$ cat src/rtl/hcd_pkg.sv
// shared constants and types for the chunked body decoder
// parse phase codes, error codes, byte codes and the result beat struct
// no dependencies
package hcd_pkg;

  localparam int LEN_WIDTH = 32;
  localparam int OVF_BITS  = 5;

  localparam logic [2:0] PH_LEN      = 3'd0;
  localparam logic [2:0] PH_MORE_LEN = 3'd1;
  localparam logic [2:0] PH_EXT      = 3'd2;
  localparam logic [2:0] PH_DATA     = 3'd3;
  localparam logic [2:0] PH_END      = 3'd4;
  localparam logic [2:0] PH_DONE     = 3'd5;
  localparam logic [2:0] PH_ERROR    = 3'd6;

  localparam logic [2:0] ERR_NONE      = 3'd0;
  localparam logic [2:0] ERR_FIRST_HEX = 3'd1;
  localparam logic [2:0] ERR_LEN_CHAR  = 3'd2;
  localparam logic [2:0] ERR_NO_LF     = 3'd3;
  localparam logic [2:0] ERR_OVERFLOW  = 3'd4;
  localparam logic [2:0] ERR_NO_CR     = 3'd5;
  localparam logic [2:0] ERR_AFTER_END = 3'd6;

  localparam logic [7:0] CH_CR   = 8'h0D;
  localparam logic [7:0] CH_LF   = 8'h0A;
  localparam logic [7:0] CH_SEMI = 8'h3B;

  typedef struct packed {
    logic [7:0] out_byte;
    logic       is_payload;
    logic       body_done;
    logic       error_flag;
    logic [2:0] error_code;
  } hcd_result_t;

endpackage

$ cat src/rtl/hcd_in_if.sv
// input channel of the chunked body decoder: one raw body byte per beat
// depends on nothing
interface hcd_in_if;
  logic       valid;
  logic       ready;
  logic [7:0] in_byte;

  modport source (output valid, output in_byte, input ready);
  modport sink (input valid, input in_byte, output ready);
endinterface

$ cat src/rtl/hcd_out_if.sv
// result channel of the chunked body decoder: one decoded byte and flags per beat
// depends on nothing
interface hcd_out_if;
  logic       valid;
  logic       ready;
  logic [7:0] out_byte;
  logic       is_payload;
  logic       body_done;
  logic       error_flag;
  logic [2:0] error_code;

  modport source (output valid, output out_byte, output is_payload, output body_done,
                  output error_flag, output error_code, input ready);
  modport sink (input valid, input out_byte, input is_payload, input body_done,
                input error_flag, input error_code, output ready);
endinterface

$ cat src/rtl/http_chunked_decoder_unit.sv
// http chunked transfer decoder, one body byte per beat
//
// channels: body (sink) takes raw bytes of a chunked-encoded body; result
// (source) gives one beat per input byte: the byte echoed, a payload mark,
// body_done and a sticky error flag with its code.
// path: a byte taken from body is held in the input register, then runs
// through the parser into the result register, from which result offers it.
// throughput: one byte per cycle unless stalled; the parser state update is a
// single pass of hex decode, a length shift or decrement and the phase select.
// reset (rst, synchronous): both registers empty, parser back to waiting for
// the first length digit, no error held.
// stall: while result is not taken the result register holds its beat; the
// input register still takes one more byte, then body.ready drops until the
// result beat leaves. nothing is dropped or repeated.
// depends on hcd_pkg, hcd_in_if, hcd_out_if, hcd_parser
module http_chunked_decoder_unit
  import hcd_pkg::*;
(
  input  logic       clk,
  input  logic       rst,
  hcd_in_if.sink     body,
  hcd_out_if.source  result
);

  logic        in_valid;
  logic [7:0]  in_byte;
  logic        res_valid;
  hcd_result_t res_data;
  hcd_result_t step_res;
  logic        advance;

  assign advance    = in_valid && (!res_valid || result.ready);
  assign body.ready = !in_valid || advance;

  hcd_parser u_parser (
    .clk  (clk),
    .rst  (rst),
    .step (advance),
    .data (in_byte),
    .res  (step_res)
  );

  always_ff @(posedge clk) begin
    if (rst) begin
      in_valid <= 1'b0;
    end else if (body.ready) begin
      in_valid <= body.valid;
    end
  end

  always_ff @(posedge clk) begin
    if (body.valid && body.ready) in_byte <= body.in_byte;
  end

  always_ff @(posedge clk) begin
    if (rst) begin
      res_valid <= 1'b0;
    end else if (advance) begin
      res_valid <= 1'b1;
    end else if (result.ready) begin
      res_valid <= 1'b0;
    end
  end

  always_ff @(posedge clk) begin
    if (advance) res_data <= step_res;
  end

  assign result.valid      = res_valid;
  assign result.out_byte   = res_data.out_byte;
  assign result.is_payload = res_data.is_payload;
  assign result.body_done  = res_data.body_done;
  assign result.error_flag = res_data.error_flag;
  assign result.error_code = res_data.error_code;

  a_err_code_set: assert property (@(posedge clk) disable iff (rst)
    result.valid && result.error_flag |-> result.error_code != ERR_NONE)
    else $error("error beat without an error code");

  a_err_code_clear: assert property (@(posedge clk) disable iff (rst)
    result.valid && !result.error_flag |-> result.error_code == ERR_NONE)
    else $error("error code on a clean beat");

  a_payload_clean: assert property (@(posedge clk) disable iff (rst)
    result.valid && result.is_payload |-> !result.error_flag && !result.body_done)
    else $error("payload beat marked done or in error");

  a_error_sticky: assert property (@(posedge clk) disable iff (rst)
    result.valid && result.ready && result.error_flag ##1 result.valid
      |-> result.error_flag)
    else $error("error flag cleared after an error beat");

endmodule

$ cat src/rtl/hcd_parser.sv
// byte-wide parser state and its next-state logic for the chunked body decoder
// depends on hcd_pkg
module hcd_parser
  import hcd_pkg::*;
(
  input  logic        clk,
  input  logic        rst,
  input  logic        step,
  input  logic [7:0]  data,
  output hcd_result_t res
);

  logic [2:0]           parse_phase, parse_phase_next;
  logic                 pending_cr, pending_cr_next;
  logic                 line_empty, line_empty_next;
  logic [LEN_WIDTH-1:0] bytes_left, bytes_left_next;
  logic [2:0]           held_error, held_error_next;

  logic       is_hex;
  logic [3:0] digit;
  logic       payload;
  logic       err;
  logic       done;

  // hex digit decode, either letter case
  always_comb begin
    is_hex = 1'b1;
    digit  = 4'd0;
    if (data >= 8'h30 && data <= 8'h39) begin
      digit = data[3:0];
    end else if ((data >= 8'h61 && data <= 8'h66) || (data >= 8'h41 && data <= 8'h46)) begin
      digit = data[3:0] + 4'd9;
    end else begin
      is_hex = 1'b0;
    end
  end

  always_comb begin
    parse_phase_next = parse_phase;
    pending_cr_next  = pending_cr;
    line_empty_next  = line_empty;
    bytes_left_next  = bytes_left;
    held_error_next  = held_error;
    payload          = 1'b0;
    unique case (parse_phase)
      PH_LEN: begin
        pending_cr_next = 1'b0;
        if (!is_hex) begin
          held_error_next  = ERR_FIRST_HEX;
          parse_phase_next = PH_ERROR;
        end else begin
          bytes_left_next  = {{(LEN_WIDTH-4){1'b0}}, digit};
          parse_phase_next = PH_MORE_LEN;
        end
      end
      PH_MORE_LEN, PH_EXT: begin
        pending_cr_next = 1'b0;
        if (pending_cr) begin
          if (data != CH_LF) begin
            held_error_next  = ERR_NO_LF;
            parse_phase_next = PH_ERROR;
          end else if (bytes_left == '0) begin
            line_empty_next  = 1'b1;
            parse_phase_next = PH_END;
          end else begin
            parse_phase_next = PH_DATA;
          end
        end else if (parse_phase == PH_EXT) begin
          if (data == CH_CR) pending_cr_next = 1'b1;
        end else if (!is_hex) begin
          if (data == CH_SEMI) begin
            parse_phase_next = PH_EXT;
          end else if (data == CH_CR) begin
            pending_cr_next = 1'b1;
          end else begin
            held_error_next  = ERR_LEN_CHAR;
            parse_phase_next = PH_ERROR;
          end
        end else if (|bytes_left[LEN_WIDTH-1 -: OVF_BITS]) begin
          held_error_next  = ERR_OVERFLOW;
          parse_phase_next = PH_ERROR;
        end else begin
          bytes_left_next = {bytes_left[LEN_WIDTH-5:0], digit};
        end
      end
      PH_DATA: begin
        if (bytes_left != '0) begin
          payload         = 1'b1;
          bytes_left_next = bytes_left - 1'b1;
        end else if (!pending_cr) begin
          if (data != CH_CR) begin
            held_error_next  = ERR_NO_CR;
            parse_phase_next = PH_ERROR;
          end else begin
            pending_cr_next = 1'b1;
          end
        end else begin
          pending_cr_next = 1'b0;
          if (data != CH_LF) begin
            held_error_next  = ERR_NO_LF;
            parse_phase_next = PH_ERROR;
          end else begin
            parse_phase_next = PH_LEN;
          end
        end
      end
      PH_END: begin
        pending_cr_next = 1'b0;
        if (pending_cr) begin
          if (data != CH_LF) begin
            held_error_next  = ERR_NO_LF;
            parse_phase_next = PH_ERROR;
          end else if (line_empty) begin
            parse_phase_next = PH_DONE;
          end else begin
            line_empty_next = 1'b1;
          end
        end else if (data == CH_CR) begin
          pending_cr_next = 1'b1;
        end else begin
          line_empty_next = 1'b0;
        end
      end
      PH_DONE: begin
        held_error_next  = ERR_AFTER_END;
        parse_phase_next = PH_ERROR;
        pending_cr_next  = 1'b0;
      end
      default: begin
      end
    endcase
  end

  // the error code and the unused code above it both count as error state
  assign err  = (parse_phase_next > PH_DONE);
  assign done = (parse_phase_next == PH_DONE) ||
                (parse_phase_next == PH_ERROR && held_error_next == ERR_AFTER_END);

  always_comb begin
    res.out_byte   = data;
    res.is_payload = payload;
    res.body_done  = done;
    res.error_flag = err;
    res.error_code = err ? held_error_next : ERR_NONE;
  end

  always_ff @(posedge clk) begin
    if (rst) begin
      parse_phase <= PH_LEN;
      pending_cr  <= 1'b0;
      line_empty  <= 1'b0;
      bytes_left  <= '0;
      held_error  <= ERR_NONE;
    end else if (step) begin
      parse_phase <= parse_phase_next;
      pending_cr  <= pending_cr_next;
      line_empty  <= line_empty_next;
      bytes_left  <= bytes_left_next;
      held_error  <= held_error_next;
    end
  end

endmodule

$ cat src/flat_wrapper.sv
// flat-port wrapper written by rule: the top's interface ports become plain ports
module http_chunked_decoder_unit_flat import hcd_pkg::*;
  (clk, rst, body_valid, body_in_byte, body_ready, result_valid, result_out_byte, result_is_payload, result_body_done, result_error_flag, result_error_code, result_ready);
  hcd_in_if body_i ();
  hcd_out_if result_i ();
  input  logic clk;
  input  logic rst;
  input wire logic [$bits(body_i.valid)-1:0] body_valid;
  input wire logic [$bits(body_i.in_byte)-1:0] body_in_byte;
  output wire logic [$bits(body_i.ready)-1:0] body_ready;
  output wire logic [$bits(result_i.valid)-1:0] result_valid;
  output wire logic [$bits(result_i.out_byte)-1:0] result_out_byte;
  output wire logic [$bits(result_i.is_payload)-1:0] result_is_payload;
  output wire logic [$bits(result_i.body_done)-1:0] result_body_done;
  output wire logic [$bits(result_i.error_flag)-1:0] result_error_flag;
  output wire logic [$bits(result_i.error_code)-1:0] result_error_code;
  input wire logic [$bits(result_i.ready)-1:0] result_ready;
  assign body_i.valid = body_valid;
  assign body_i.in_byte = body_in_byte;
  assign body_ready = body_i.ready;
  assign result_valid = result_i.valid;
  assign result_out_byte = result_i.out_byte;
  assign result_is_payload = result_i.is_payload;
  assign result_body_done = result_i.body_done;
  assign result_error_flag = result_i.error_flag;
  assign result_error_code = result_i.error_code;
  assign result_i.ready = result_ready;
  http_chunked_decoder_unit u_core (.clk(clk), .rst(rst), .body(body_i), .result(result_i));
endmodule
$ cat config.mk
export PLATFORM = sky130hd
export DESIGN_NAME = http_chunked_decoder_unit_flat
export DESIGN_NICKNAME = d
export VERILOG_FILES = /design/src/rtl/hcd_pkg.sv /design/src/rtl/hcd_in_if.sv /design/src/rtl/hcd_out_if.sv /design/src/rtl/http_chunked_decoder_unit.sv /design/src/rtl/hcd_parser.sv /design/src/flat_wrapper.sv
export SDC_FILE = /design/constraint.sdc
export NUM_CORES = 1
export LEC_CHECK = 0
export ABC_CLOCK_PERIOD_IN_PS = 7800
export BUFFER_PORTS_ARGS = -buffer_cell sky130_fd_sc_hd__buf_4
export CAP_MARGIN = 20
export CORE_AREA = 2 2 88 124
export DETAILED_ROUTE_END_ITERATION = 7
export DIE_AREA = 0 0 90 126
export PLACE_DENSITY = 0.61
export SYNTH_ARGS = -nofsm -noshare
export SYNTH_HDL_FRONTEND = slang
export SYNTH_SLANG_ARGS = --single-unit
$ cat constraint.sdc
create_clock -name clk -period 7.8 [get_ports clk]
set_clock_uncertainty 0.1 [all_clocks]
set_input_delay 0.39 -clock clk [delete_from_list [all_inputs] [get_ports clk]]
set_output_delay 0.39 -clock clk [all_outputs]
set_load 0.03 [all_outputs]
==> flow_summary.toml, run 1 <==
[synthesis]
synth_area_mm2 = 0.004000
ys_types = 68
synth_area_leaders = "dfxtp_1, edfxtp_1, nor2_1"
synth_top_area_share_pct = 21.02
ys_seq_area_share_pct = 37.54
synth.avg_cell_area_um2 = 8.147
synth_flop_cell = "dfxtp_1"
synth_edf_count = 22
ys_async_sr_fraction_pct = 0
synth-seq-cells = 64
postSynthCellCount = 491
yosysTopAreaCell = "dfxtp_1"
synth_nets = 508
yosysWarnings = 0

[sta]
finalSetupViolations = 0
slew_headroom_pct = 32.84
rsz0062_at_grt = "no"
report.final.slew_viol_count = 0
period_needed_ps = 3531
hold_violations = 0
fin_crit_sh_pct = 45.26
worstMarginPinSlew_ps = 1004
tns_ps = 0
max_freq_mhz = 283.2
layout_setup_ws_ps = 4269

[grt]
grt_pass1_vias = 3713
antenna_found_initial = 0
gr-usage-met1_pct = 23.05
grt_max_degree = 48
use_met2_pct = 35.47
grt_overflow = 0
gr-max-usage-layer = "met2"
grt_pass1_wl_um = 18470
use_met3_pct = 2.990
track_usage_pct = 20.22

[drt]
ant_nets = 0
wl_per_cell_um = 17.32
drtIter0Drc = 312
drc_errors = 0
totalWireLength_um = 11130
vias = 3879
vias_per_cell = 6.033
dr.pass1.iters = 5

[place]
place_congestion = 0.9188
io_buffers = 27
place_ws_ps = 4299
dpl.hpwl_um = 7776

[clock_tree]
path_clk_slew_ps = 60
cts.path.max_buffers = 2
htree_levels = 3
clk_latency_ps = 330
cts.sinks = 64
cts_inserted_buffers = 9
postCtsSetupBuffers = 0
tritoncts = "built"
clockRootBuffer = "clkbuf_16"
cts_resized = 0
cts_hold_buf = 0

[power]
p_leak_uw = 0.001654
ir_drop_v = 0.00008873
pwr_density_cell_mw_per_mm2 = 193.7

[cells_and_area]
syn_to_final_growth_pct = 13.64
nNetsFinal = 517
antenna_cells_inserted = 0
fin_util_pct = 44.39
drive_above_1_share_pct = 13.27

[setup_path]
cp-start-kind = "flop"
crit_required_ps = 7790
end_kind = "flop"
critical_path_class = "reg -> reg"
worstPathMaxFanout = 10
crit_arrival_ps = 3520

[floorplan]
pin_count = 28
rows = 44
dieArea_mm2 = 0.01134
die_width_um = 90
coreArea_mm2 = 0.01024
initial_core_util_pct = 39.06
dieHeight_um = 126

[hold_path]
hold_path_class = "in -> reg"

[flow_run]
max_cap_violations = 0

[run_status]
status = "finished clean"
==> registers in the layout, indices dropped and copies added, names as in the netlist, 3 cells and up <==
| signal | flops |
|---|---|
| u_core.in_byte | 8 |
| u_core.u_parser.bytes_left | 32 |
| u_core.u_parser.parse_phase | 3 |
| u_core.u_parser.held_error | 3 |
| u_core.result.out_byte | 8 |
| u_core.result.error_code | 3 |
==> Yosys cell counts, drive strengths merged (7+ instances only) <==
master	instances
nor3	21
xnor2	7
nand4	9
dfxtp	42
xor2	17
edfxtp	22
buf	10
nand2	40
nor2	77
a22oi	21
nor4	14
inv	10
clkbuf	22
o21ai	29
a211oi	10
nand3	8
a21oi	37
==> power breakdown <==
group | leakage [uW] | switching [uW] | internal [uW] | total (uW)
combinational | 0.000961 | 73.3 | 37.7 | 111
clock | 0.000141 | 153 | 247 | 400
sequential | 0.000552 | 12.4 | 357 | 370
total | 0.00165 | 238 | 642 | 880
==> layer usage <==
metal | share of wire (%) | routed length [um]
met1 | 40 | 4499
met2 | 51 | 5630
met3 | 3.7 | 413
met4 | 5.3 | 590
met5 | 0 | 0
==> path summary, 6_finish.rpt <==
kind / startpoint / endpoint / slack [ps] / cells past startpoint
setup / recovery: u_core.in_byte[0] / u_core.result.body_done / 4270 / 9
setup reg to reg: u_core.in_byte[0] / u_core.result.body_done / 4270 / 9
hold reg to reg: u_core.u_parser.line_empty / u_core.u_parser.line_empty / 400 / 1
hold / removal: body_in_byte[6] / u_core.in_byte[6] / 130 / 1
==> through the flow <==
stage | power [uW] | hold WS (ps) | std cells | cell area [um2]
6_report | 880.3 | 131.5 | 643 | 4546
5_1_grt | 911.5 | 128.1 | 643 | 4546
4_1_cts | 884.8 | 123.1 | 643 | 4546
3_5_place_dp | 485.8 | 389.1 | 627 | 4248
3_3_place_gp | 484.8 | 386.6 | 627 | 4248
2_1_floorplan | 452.4 | 336.6 | 491 | 4000
==> kinds of logic after synthesis <==
group	after synthesis	synth area share [%]
compound gates	143	23.33
xor+xnor	24	5.255
fa+ha+maj	5	1.564
buf+inv	43	4.879
flops	64	37.54
simple gates	212	27.43
==> layout make-up <==
class                   count  area, um2
inverters                  11      41.29
clock buffers               9      225.2
flip-flops and latches     64       1501
clock inverters             7      72.57
multi-input cells         384       2307
repair buffers             30      225.2
well taps                 138      172.7
fillers                  1090       5694
==> layout by cell type (no fill, tap or decap), types with 11 or more instances in the layout <==
| cell type | instances |
|---|---|
| nor3_1 | 21 |
| nand2_1 | 40 |
| nor4_1 | 11 |
| o21ai_0 | 26 |
| nor2_1 | 76 |
| a22oi_1 | 21 |
| buf_4 | 30 |
| edfxtp_1 | 22 |
| a21oi_1 | 37 |
| dfxtp_1 | 42 |
| xor2_1 | 17 |
==> critical path, stage by stage (launching register included) <==
cell and delay [ps]:
edfxtp_1 500, ha_1 300, o21ba_2 230, o21ai_0 470, o21ai_2 290, or4_1 550
a32o_1 260, a311oi_1 340, or4_1 180, a21oi_1 50
Power figures use the tool's default switching activity.
==> run 2: changes to the inputs <==
Settings changed: ABC_CLOCK_PERIOD_IN_PS 7800 to 3200, PLACE_DENSITY 0.61 to 0.63.
Clock period 7.8 ns to 3.2 ns, I/O delays scaled along.
==> flow_summary.toml, run 2 (synthesis results as in run 1) <==
[cells_and_area]
top_register = "u_core.u_parser.bytes_left"
nNetsFinal = 562
largest_reg_flops = 32
final_common_cell = "nor2_1"
drive_above_1_share_pct = 20.00
most-common-layout-cells = "nor2_1, buf_4, dfxtp_1"
syn_to_final_growth_pct = 25.71
antenna_cells_inserted = 0
final_area_mm2 = 0.005029

[setup_path]
crit_arrival_ps = 3160
worstPathMaxFanout = 6
cp-start-kind = "flop"
crit_required_ps = 3290
critical_path_class = "reg -> reg"
end_kind = "flop"

[clock_tree]
htree_levels = 3
cts.sinks = 64
clk_latency_ps = 340
tritoncts = "built"
cts_inserted_buffers = 9
path_clk_slew_ps = 60
cts.path.max_buffers = 2
clockRootBuffer = "clkbuf_16"

[grt]
grt_overflow = 0
grt_max_degree = 43
gr-usage-met1_pct = 24.19
grt_pass1_vias = 3919
antenna_found_initial = 0
use_met2_pct = 37.77
gr-max-usage-layer = "met2"
grt_pass1_wl_um = 19550
track_usage_pct = 21.42
use_met3_pct = 4.665

[power]
p_switching_uw = 598.0
switching_share_pct = 25.11
clockPowerShare_pct = 48.3
p_seq_share_pct = 37.9
p_int_uw = 1784
p_leak_uw = 0.001906
comb_power_share_pct = 13.8
pwr_density_cell_mw_per_mm2 = 473.7
ir_drop_v = 0.0002542

[sta]
report.final.slew_viol_count = 0
worstMarginPinSlew_ps = 718.9
fin_crit_sh_pct = 95.97
finalSetupViolations = 0
period_needed_ps = 3071
tns_ps = 0
hold_violations = 0
slew_headroom_pct = 52.01
max_freq_mhz = 325.6

[drt]
drc_errors = 0
ant_nets = 0
wl_per_cell_um = 17.62
vias_per_cell = 5.827
totalWireLength_um = 12120
drtIter0Drc = 285
vias = 4009
dr.pass1.iters = 5

[floorplan]
die_width_um = 90
dieArea_mm2 = 0.01134
dieHeight_um = 126
rows = 44
initial_core_util_pct = 39.06
pin_count = 28
coreArea_mm2 = 0.01024

[hold_path]
hold_path_class = "in -> reg"

[run_status]
status = "finished clean"

[flow_run]
max_cap_violations = 0

[place]
place_area_mm2 = 0.004508
io_buffers = 27
dpl.hpwl_um = 8271
place_congestion = 0.9533
-- run 2: cell types whose count changed in the layout (fill, tap and decap cells not counted), moves of 2 or more --
cell	delta
clkinvlp_4	-2
clkinv_2	-2
buf_4	+35
bufinv_16	+2
dlygate4sd3_1	+9
clkinv_1	+2
-- run 2: cell type report --
class | count | area [um2]
fillers | 1014 | 5211
multi-input cells | 384 | 2370
flip-flops and latches | 64 | 1501
repair buffers | 75 | 598.1
clock buffers | 10 | 239.0
well taps | 138 | 172.7
clock inverters | 6 | 106.4
inverters | 11 | 41.29
-- run 2: final timing paths --
kind	depth (start not counted)	slack, ps	end	start
worst max-delay path	11	130	u_core.result.body_done	u_core.in_byte[0]
worst min-delay path	4	30	u_core.result.valid	result_ready
worst max register to register	11	130	u_core.result.body_done	u_core.in_byte[0]
worst min register to register	1	400	u_core.u_parser.line_empty	u_core.u_parser.line_empty
-- run 2: worst max-delay path, stage by stage, from the launching register on --
cell,delay [ps]
edfxtp_1,500
inv_2,100
ha_1,170
or3b_2,440
nand4_1,170
o21ai_4,100
buf_4,180
a31o_2,200
o22ai_2,240
nand2_1,70
or4_1,520
a21oi_2,140
-- run 2: power by group through the flow --
stage,clock (uW),sequential (uW),combinational [uW]
3_3_place_gp,0,918,298
4_1_cts,1170,902,313
3_5_place_dp,0,919,300
5_1_grt,1210,906,355
6_report,1150,903,329
2_1_floorplan,0,921,182
-- run 2: per-layer routing --
| metal | share of wire (%) | up-vias |
|---|---|---|
| met1 | 40 | 1928 |
| met2 | 52 | 109 |
| met5 | 0 | - |
| met3 | 3.7 | 40 |
| met4 | 4.4 | 0 |
| li1 | - | 1932 |
-- run 2: repair_timing --
action / 4_1_cts / 5_1_grt
setup buffers: 0 / 3
cloned: 0 / 0
pin swaps: 0 / 3
hold buffers: 9 / 0
setup endpoints to repair: 1 / 3
hold endpoints to repair: 9 / 0
gates resized for setup: 3 / 11
-- run 2: per-stage QoR --
stage          hold slack [ps]  power, uW  setup slack, ps  std cells  util, %
2_1_floorplan            158.9       1103            116.2        491        -
3_3_place_gp             239.1       1215            68.49        660    44.02
3_5_place_dp             239.5       1219            7.745        660    44.02
4_1_cts                  21.66       2383            42.52        685    48.34
5_1_grt                  72.50       2467           -19.69        688    49.11
6_report                 33.22       2382            129.1        688    49.11
